**src/hdl/usc_pkg.sv**
```systemverilog
// Constants, types and the month table for the seconds-to-calendar pipeline.
package usc_pkg;

  // Seconds in a day, an hour and a minute.
  localparam int unsigned SecsPerDay  = 86400;
  localparam int unsigned SecsPerHour = 3600;
  localparam int unsigned SecsPerMin  = 60;

  // Day count: the low seven bits of the seconds are dropped (86400 = 128 * 675).
  localparam int unsigned DayShift  = 7;
  localparam int unsigned DayDivOdd = SecsPerDay >> DayShift;
  localparam int unsigned DayRecipK = 25;
  localparam int unsigned DayRecip  = (1 << DayRecipK) / DayDivOdd;

  // Civil day number of the epoch and the Gregorian correction.
  localparam int unsigned EpochDay    = 2440588;
  localparam int unsigned AlphaNum    = 7468865;
  localparam int unsigned AlphaDen    = 146097;
  localparam int unsigned WOffset     = 4 * EpochDay - AlphaNum;
  localparam int unsigned AlphaBase   = 15;
  localparam int unsigned AlphaStep1  = (AlphaBase + 1) * AlphaDen;
  localparam int unsigned AlphaStep2  = (AlphaBase + 2) * AlphaDen;
  localparam int unsigned BOffset     = EpochDay + 1 + 1524;

  // Year count c = floor((20b - 2442) / 7305).
  localparam int unsigned CSub     = 2442;
  localparam int unsigned CDen     = 7305;
  localparam int unsigned CRecipK  = 26;
  localparam int unsigned CRecip   = (1 << CRecipK) / CDen;

  // Month count e = floor(10000 (b - d) / 306001).
  localparam int unsigned EScale   = 10000;
  localparam int unsigned EDen     = 306001;
  localparam int unsigned ERecipK  = 24;
  localparam int unsigned ERecip   = (1 << ERecipK) / EDen;

  // Hour and minute reciprocals.
  localparam int unsigned HourRecipK = 17;
  localparam int unsigned HourRecip  = (1 << HourRecipK) / SecsPerHour;
  localparam int unsigned MinRecipK  = 12;
  localparam int unsigned MinRecip   = (1 << MinRecipK) / SecsPerMin;

  localparam int unsigned YearOffsetLate  = 4716;
  localparam int unsigned YearOffsetEarly = 4715;

  typedef struct packed {
    logic [4:0] hour;
    logic [5:0] minute;
    logic [5:0] second;
  } tod_t;

  // floor(30.6001 * e): the first day of the March-based month e, less one.
  function automatic logic [8:0] month_base(input logic [3:0] e);
    logic [8:0] base;
    begin
      case (e)
        4'd4:    base = 9'd122;
        4'd5:    base = 9'd153;
        4'd6:    base = 9'd183;
        4'd7:    base = 9'd214;
        4'd8:    base = 9'd244;
        4'd9:    base = 9'd275;
        4'd10:   base = 9'd306;
        4'd11:   base = 9'd336;
        4'd12:   base = 9'd367;
        4'd13:   base = 9'd397;
        4'd14:   base = 9'd428;
        4'd15:   base = 9'd459;
        default: base = 9'd0;
      endcase
      return base;
    end
  endfunction

endpackage

```
**src/hdl/unix_seconds_to_calendar.sv**
```systemverilog
// Pipelined conversion of Unix seconds to Gregorian date and time of day.
// The result appears on the ports when the request's valid bit leaves the end of the valid shift register.
// Throughput: one request per cycle; the pipeline never stalls, so busy stays low.
// The length is set by the chain of constant-reciprocal divisions, each spread over a multiply stage,
// a remainder stage and a compare-and-correct stage (the minute division merges the last two).
// Reset clears the valid bits only; data registers are not reset.
module unix_seconds_to_calendar (
  input  logic        clk,
  input  logic        rst_n,
  input  logic        start,
  output logic        busy,
  input  logic [31:0] in_unix_seconds,
  output logic        out_valid,
  output logic [11:0] out_year,
  output logic [3:0]  out_month,
  output logic [4:0]  out_day_of_month,
  output logic [4:0]  out_hour,
  output logic [5:0]  out_minute,
  output logic [5:0]  out_second
);
  import usc_pkg::*;

  localparam int NStg    = 15;
  localparam int NTmDly  = 6;

  logic [NStg-1:0] vld_r, vld_nxt;

  // Stage 1..4: days and seconds of the day.
  logic [31:0] secs_s1_r, secs_s2_r, secs_s3_r;
  logic [15:0] dq_s2_r, dq_s3_r, days_s4_r;
  logic [32:0] dp_s3_r;
  logic [16:0] tod_s4_r, tod_s5_r;

  // Stage 5..15: date.
  logic [21:0] b_s5_r, b_s6_r, b_s7_r, b_s8_r, b_s9_r;
  logic [25:0] y_s6_r, y_s7_r;
  logic [12:0] cq_s7_r, cq_s8_r, c_s9_r, c_s10_r, c_s11_r, c_s12_r, c_s13_r, c_s14_r;
  logic [13:0] cr_s8_r;
  logic [9:0]  bd_s10_r, bd_s11_r, bd_s12_r, bd_s13_r, bd_s14_r;
  logic [23:0] v_s11_r, v_s12_r;
  logic [3:0]  eq_s12_r, eq_s13_r, e_s14_r;
  logic [19:0] er_s13_r;

  // Stage 5..9: time of day, then a delay line up to the output stage.
  logic [4:0]  hq_s5_r, hq_s6_r, hour_s7_r, hour_s8_r;
  logic [12:0] hr_s6_r;
  logic [11:0] rem_s7_r, rem_s8_r;
  logic [5:0]  mq_s8_r;
  tod_t        tm_r [NTmDly];

  // Combinational values.
  logic [40:0] dq_prod;
  logic [32:0] drem;
  logic        dge;
  logic [21:0] w;
  logic [4:0]  alpha;
  logic [4:0]  alpha_adj;
  logic [22:0] hq_prod;
  logic [39:0] cq_prod;
  logic [25:0] cr_full;
  logic [12:0] hr_nxt;
  logic        hge;
  logic [18:0] mq_prod;
  logic [11:0] mr_full;
  logic        mge;
  logic [23:0] d_prod;
  logic [21:0] bd_full;
  logic [29:0] eq_prod;
  logic [23:0] er_full;
  logic [3:0]  mon_nxt;
  logic [4:0]  dom_nxt;
  logic [11:0] year_nxt;
  tod_t        tm_nxt;

  assign busy = 1'b0;

  always_comb begin
    vld_nxt = {vld_r[NStg-2:0], start & ~busy};
  end

  always_ff @(posedge clk) begin
    if (!rst_n) begin
      vld_r <= '0;
    end else begin
      vld_r <= vld_nxt;
    end
  end

  always_comb begin
    dq_prod   = 41'(secs_s1_r[31:DayShift]) * 41'(DayRecip);
    drem      = {1'b0, secs_s3_r} - dp_s3_r;
    dge       = drem[17:0] >= 18'(SecsPerDay);

    w         = 22'({days_s4_r, 2'b00}) + 22'(WOffset);
    alpha     = 5'(AlphaBase) + 5'(w >= 22'(AlphaStep1)) + 5'(w >= 22'(AlphaStep2));
    alpha_adj = alpha - (alpha >> 2);
    hq_prod   = 23'(tod_s4_r) * 23'(HourRecip);

    hr_nxt    = 13'(tod_s5_r - 17'(17'(hq_s5_r) * 17'(SecsPerHour)));

    cq_prod   = 40'(y_s6_r) * 40'(CRecip);
    hge       = hr_s6_r >= 13'(SecsPerHour);

    cr_full   = y_s7_r - 26'(26'(cq_s7_r) * 26'(CDen));
    mq_prod   = 19'(rem_s7_r) * 19'(MinRecip);

    mr_full   = rem_s8_r - 12'(12'(mq_s8_r) * 12'(SecsPerMin));
    mge       = mr_full >= 12'(SecsPerMin);
    tm_nxt.hour   = hour_s8_r;
    tm_nxt.minute = mq_s8_r + 6'(mge);
    tm_nxt.second = mge ? 6'(mr_full - 12'(SecsPerMin)) : 6'(mr_full);

    d_prod    = 24'(c_s9_r) * 24'd1461;
    bd_full   = b_s9_r - d_prod[23:2];

    eq_prod   = 30'(v_s11_r) * 30'(ERecip);
    er_full   = v_s12_r - 24'(24'(eq_s12_r) * 24'(EDen));

    // The month count runs from March; January and February close the year before.
    mon_nxt   = (e_s14_r < 4'd14) ? e_s14_r - 4'd1 : e_s14_r - 4'd13;
    dom_nxt   = 5'(bd_s14_r - 10'(month_base(e_s14_r)));
    year_nxt  = (mon_nxt > 4'd2) ? 12'(c_s14_r - 13'(YearOffsetLate))
                                 : 12'(c_s14_r - 13'(YearOffsetEarly));
  end

  always_ff @(posedge clk) begin
    secs_s1_r <= in_unix_seconds;

    dq_s2_r   <= dq_prod[40:25];
    secs_s2_r <= secs_s1_r;

    dp_s3_r   <= 33'(dq_s2_r) * 33'(SecsPerDay);
    dq_s3_r   <= dq_s2_r;
    secs_s3_r <= secs_s2_r;

    // The reciprocal estimate may be one short; one compare puts it right.
    days_s4_r <= dq_s3_r + 16'(dge);
    tod_s4_r  <= dge ? 17'(drem - 33'(SecsPerDay)) : 17'(drem);

    b_s5_r    <= 22'(days_s4_r) + 22'(BOffset) + 22'(alpha_adj);
    hq_s5_r   <= hq_prod[21:17];
    tod_s5_r  <= tod_s4_r;

    y_s6_r    <= 26'(b_s5_r) * 26'd20 - 26'(CSub);
    b_s6_r    <= b_s5_r;
    hr_s6_r   <= hr_nxt;
    hq_s6_r   <= hq_s5_r;

    cq_s7_r   <= cq_prod[38:26];
    y_s7_r    <= y_s6_r;
    b_s7_r    <= b_s6_r;
    hour_s7_r <= hq_s6_r + 5'(hge);
    rem_s7_r  <= hge ? 12'(hr_s6_r - 13'(SecsPerHour)) : 12'(hr_s6_r);

    cr_s8_r   <= cr_full[13:0];
    cq_s8_r   <= cq_s7_r;
    b_s8_r    <= b_s7_r;
    mq_s8_r   <= mq_prod[17:12];
    rem_s8_r  <= rem_s7_r;
    hour_s8_r <= hour_s7_r;

    c_s9_r    <= cq_s8_r + 13'(cr_s8_r >= 14'(CDen));
    b_s9_r    <= b_s8_r;
    tm_r[0]   <= tm_nxt;
    for (int i = 1; i < NTmDly; i++) begin
      tm_r[i] <= tm_r[i-1];
    end

    bd_s10_r  <= bd_full[9:0];
    c_s10_r   <= c_s9_r;

    v_s11_r   <= 24'(bd_s10_r) * 24'(EScale);
    bd_s11_r  <= bd_s10_r;
    c_s11_r   <= c_s10_r;

    eq_s12_r  <= eq_prod[27:24];
    v_s12_r   <= v_s11_r;
    bd_s12_r  <= bd_s11_r;
    c_s12_r   <= c_s11_r;

    er_s13_r  <= er_full[19:0];
    eq_s13_r  <= eq_s12_r;
    bd_s13_r  <= bd_s12_r;
    c_s13_r   <= c_s12_r;

    e_s14_r   <= eq_s13_r + 4'(er_s13_r >= 20'(EDen));
    bd_s14_r  <= bd_s13_r;
    c_s14_r   <= c_s13_r;

    out_year         <= year_nxt;
    out_month        <= mon_nxt;
    out_day_of_month <= dom_nxt;
    out_hour         <= tm_r[NTmDly-1].hour;
    out_minute       <= tm_r[NTmDly-1].minute;
    out_second       <= tm_r[NTmDly-1].second;
  end

  assign out_valid = vld_r[NStg-1];

endmodule

```
**config.mk**
```make
export PLATFORM = sky130hd
export DESIGN_NAME = unix_seconds_to_calendar
export DESIGN_NICKNAME = d
export VERILOG_FILES = /design/src/hdl/usc_pkg.sv /design/src/hdl/unix_seconds_to_calendar.sv
export SDC_FILE = /design/constraint.sdc
export NUM_CORES = 2
export LEC_CHECK = 0
export BUFFER_PORTS_ARGS = -buffer_cell sky130_fd_sc_hd__buf_2
export CELL_PAD_IN_SITES_DETAIL_PLACEMENT = 0
export CELL_PAD_IN_SITES_GLOBAL_PLACEMENT = 1
export CORE_AREA = 2 2 266 268
export DETAILED_ROUTE_END_ITERATION = 6
export DIE_AREA = 0 0 268 270
export GPL_TIMING_DRIVEN = 0
export PLACE_DENSITY = 0.83
export SLEW_MARGIN = 20
export SYNTH_ARGS = -nofsm -noshare
export SYNTH_HDL_FRONTEND = slang
export SYNTH_SLANG_ARGS = --single-unit
```
**constraint.sdc**
```tcl
create_clock -name clk -period 10.5 [get_ports clk]
set_input_delay 1.05 -clock clk [delete_from_list [all_inputs] [get_ports clk]]
set_output_delay 1.05 -clock clk [all_outputs]
set_load 0.02 [all_outputs]
```
==> results by group <==
Routing
  – Vias: 22300
  – Final WL: 61.8 mm
  – Number of remaining DRC errors: 0
  – DRT iter0 DRCs: 714
  – Vias per inst: 4.96
  – Routed wire per std cell: 13.7 µm
  – Final ANT Viol Nets: 0
  – Drt pass-1 iters: 5

Clock network
  – # resized after CTS: 0
  – CTS sink cnt: 673
  – TritonCTS Buffers: 70
  – Root Driver: clkbuf_16
  – CTS tree: built
  – Clock transition at the registers of the reported paths: 0.06 ns
  – Max H-tree Level: 3
  – # Post-CTS Setup Buffers: 0
  – Clock Path Buffers: 3
  – Clk_lat worst skew: 0.62 ns
  – Hold_buf cts: 0

Place
  – Placed cell area: 39400 µm²
  – Placed instance count: 4368
  – GPL Wtd Cong: 0.843
  – DP Wirelength: 49.8 mm
  – Placement Setup Slack: 3.98 ns
  – Port bufs: 73

Worst setup path
  – CP Max Fanout: 8
  – RR Startpoint: secs_s1_r[10]
  – Crit. End Element: flop
  – Kind of critical path: reg -> reg
  – Worst endpoint required time: 11.03 ns
  – Flop2flop setup slack: 3.99 ns
  – Reg2reg end: dq_s2_r[14]
  – Arr. time, crit path: 7.03 ns
  – Crit path launch type: flop
  – Worst reg-to-reg path cell count: 19
  – Crit path capture: dq_s2_r[14]
  – CP startpoint: secs_s1_r[10]

STA
  – Final worst setup slack: 3.99 ns
  – Slew margin rel.: 42.5%
  – # setup viols final: 0
  – Tmin final: 6.51 ns
  – Final Hold Viols: 0
  – Worst Skew: 0.0190 ns
  – Highest clock rate: 154 MHz
  – RSZ-0062 raised after global routing: false
  – Worst-Margin Slew: 0.855 ns
  – Slew Limit Fails: 0
  – Fin crit share: 62.0%
  – Setup TNS: 0 ns

Final layout
  – Layout area overhead: 11.1%
  – Fin area: 42100 µm²
  – Share of cells above drive strength 1: 6.41%
  – ANT cells: 0
  – Post-layout nets: 4551
  – Fin cells: 4497

Global routing
  – First-pass GRT wire length: 108 mm
  – Largest net degree at the start of global routing: 16
  – Number of global-route vias before repair: 23700
  – Initial antenna violation count: 0
  – Global route overflow: 0
  – GRT Util Overall: 18.0%

Logic synthesis
  – Top cells by area, synth: dfxtp_1, ha_1, fa_1, inv_1, xnor2_1
  – Post-synth ARST share: 0%
  – Sequential fraction of the synthesis area: 35.6%
  – Share of the synthesized area in the top cell type: 35.6%
  – Top_reg_cell synth: dfxtp_1
  – Mean Syn Cell Area: 11.3 µm²
  – Cell variety after synth: 81
  – Synth Register Bits: 673
  – Mapped Area: 37900 µm²
  – Synthesized instance count: 3352
  – YS warnings: 0
  – Largest area contributor in the synthesized netlist: dfxtp_1
  – EDFF count, synth: 0

Worst hold path
  – Hold Path Class: reg -> reg

Outcome
  – Status: finished clean

Floorplanning
  – Full die area: 72400 µm²
  – # rows: 97
  – Top Ports: 75
  – Initial Util: 54.4%
  – Total core area: 69500 µm²
  – Die width: 268 µm
  – DIE HEIGHT: 270 µm

Flow run
  – Max cap viols: 0
-- synth_stat cells (4+ instances only) --
cell type / number
a211oi_1: 13
a21boi_0: 7
a21o_1: 52
a21oi_1: 101
a31o_2: 5
a31oi_1: 10
a41o_1: 6
and2_1: 26
and3_1: 15
and4_1: 4
dfxtp_1: 673
fa_1: 314
ha_1: 702
inv_1: 601
mux2i_1: 5
nand2_1: 81
nand2b_1: 13
nand3_1: 34
nand4_1: 14
nor2_1: 107
nor2b_1: 23
nor3_1: 33
nor3b_1: 7
nor4_1: 7
o211ai_1: 8
o21a_1: 21
o21ai_0: 62
o21ai_1: 5
o21bai_1: 27
o22ai_1: 5
o31a_1: 5
o31ai_1: 8
or2_2: 8
or3_1: 6
xnor2_1: 194
xor2_1: 85
-- cells in the final DEF (no fill, tap or decap), types with 6 or more instances in the layout --
master	instances
xnor2_1	194
nand2_1	81
a211oi_1	13
o21ai_0	62
clkbuf_8	8
dfxtp_1	673
or3_1	6
nand3_1	34
a41o_1	6
or2_2	8
clkbuf_1	10
clkinvlp_4	10
nor3b_1	7
ha_1	702
nor2b_1	23
a21oi_1	101
a21o_1	52
bufinv_16	14
a21boi_0	7
a31oi_1	10
and3_1	15
o211ai_1	8
fa_1	314
and2_1	26
buf_2	73
o31ai_1	8
nor4_1	7
o21bai_1	27
xor2_1	85
nor3_1	33
clkinv_2	8
inv_1	601
nand2b_1	13
clkbuf_16	71
nor2_1	107
o21a_1	21
nand4_1	14
-- flip-flops by register name, indices dropped and copies added, names as in the netlist, 13 cells and up, named ones only --
name / count
cr_s8_r: 14
b_s5_r: 18
dq_s2_r: 16
vld_r: 15
tm_r: 102
secs_s1_r: 32
tod_s5_r: 13
days_s4_r: 16
tod_s4_r: 17
er_s13_r: 20
secs_s2_r: 18
v_s11_r: 16
y_s6_r: 24
secs_s3_r: 18
dq_s3_r: 16
hr_s6_r: 13
cq_s7_r: 13
-- critical path: stages (launching register included) --
cell and delay (ns):
dfxtp_1 0.68, ha_1 0.35, ha_1 0.28, inv_1 0.05
fa_1 0.51, fa_1 0.56, inv_1 0.06, fa_1 0.51
fa_1 0.51, ha_1 0.30, nand4_1 0.11, nor2_1 0.12
nand2_1 0.10, nor4_1 0.76, o21ai_0 0.35, a31oi_1 0.36
o21a_1 0.18, o2111ai_1 0.18, and3b_1 0.25, o311ai_1 0.21
-- stage by stage --
step,utilization (%),hold slack [ns]
after global routing,60.5,0.316
after floorplan,-,0.310
after detailed placement,56.7,0.312
final,60.5,0.308
after global placement,56.7,0.310
after CTS,60.5,0.315
-- area by class of cell --
type | instances | area [µm²]
Timing Repair Buffer | 73 | 365
Sequential cell | 673 | 13500
Tap cell | 940 | 1180
Inverter | 601 | 2260
Clock inverter | 43 | 728
Fill cell | 5644 | 27500
Buffer | 4 | 18.8
Multi-Input combinational cell | 2077 | 22100
Clock buffer | 86 | 1910
-- kinds of logic after synthesis --
kind of cell	count (synthesis)	synth area share (%)
AO/OA/AOI/OAI	375	6.65
XOR/XNOR	279	6.45
adder cells (fa/ha/maj)	1016	39.8
buffers and inverters	605	6.01
flip-flops	673	35.6
multiplexers	8	0.221
other	2	0.0198
AND/OR/NAND/NOR	394	5.25
-- worst min-delay path by stage --
stage	start	to	slack (ns)	cells after the start
2_1_floorplan	b_s6_r[0]	b_s7_r[0]	0.31	0
5_1_grt	c_s10_r[7]	c_s11_r[7]	0.32	0
3_5_place_dp	b_s7_r[6]	b_s8_r[6]	0.31	0
6_report	c_s10_r[5]	c_s11_r[5]	0.31	0
4_1_cts	c_s11_r[3]	c_s12_r[3]	0.32	0
3_3_place_gp	tm_r[0][7]	tm_r[1][7]	0.31	0
-- per-layer routing --
layer	vias to the layer above	track usage, %	wire length, µm
met5	-	0	0
met4	0	5.07	1520
met3	102	2.90	1680
met2	215	32.4	31400
met1	10700	22.1	27200
li1	11200	-	-
Power is left out: the tool's default activity adds up to more than one toggle a clock period on the data nets, which glitch-free logic cannot reach.
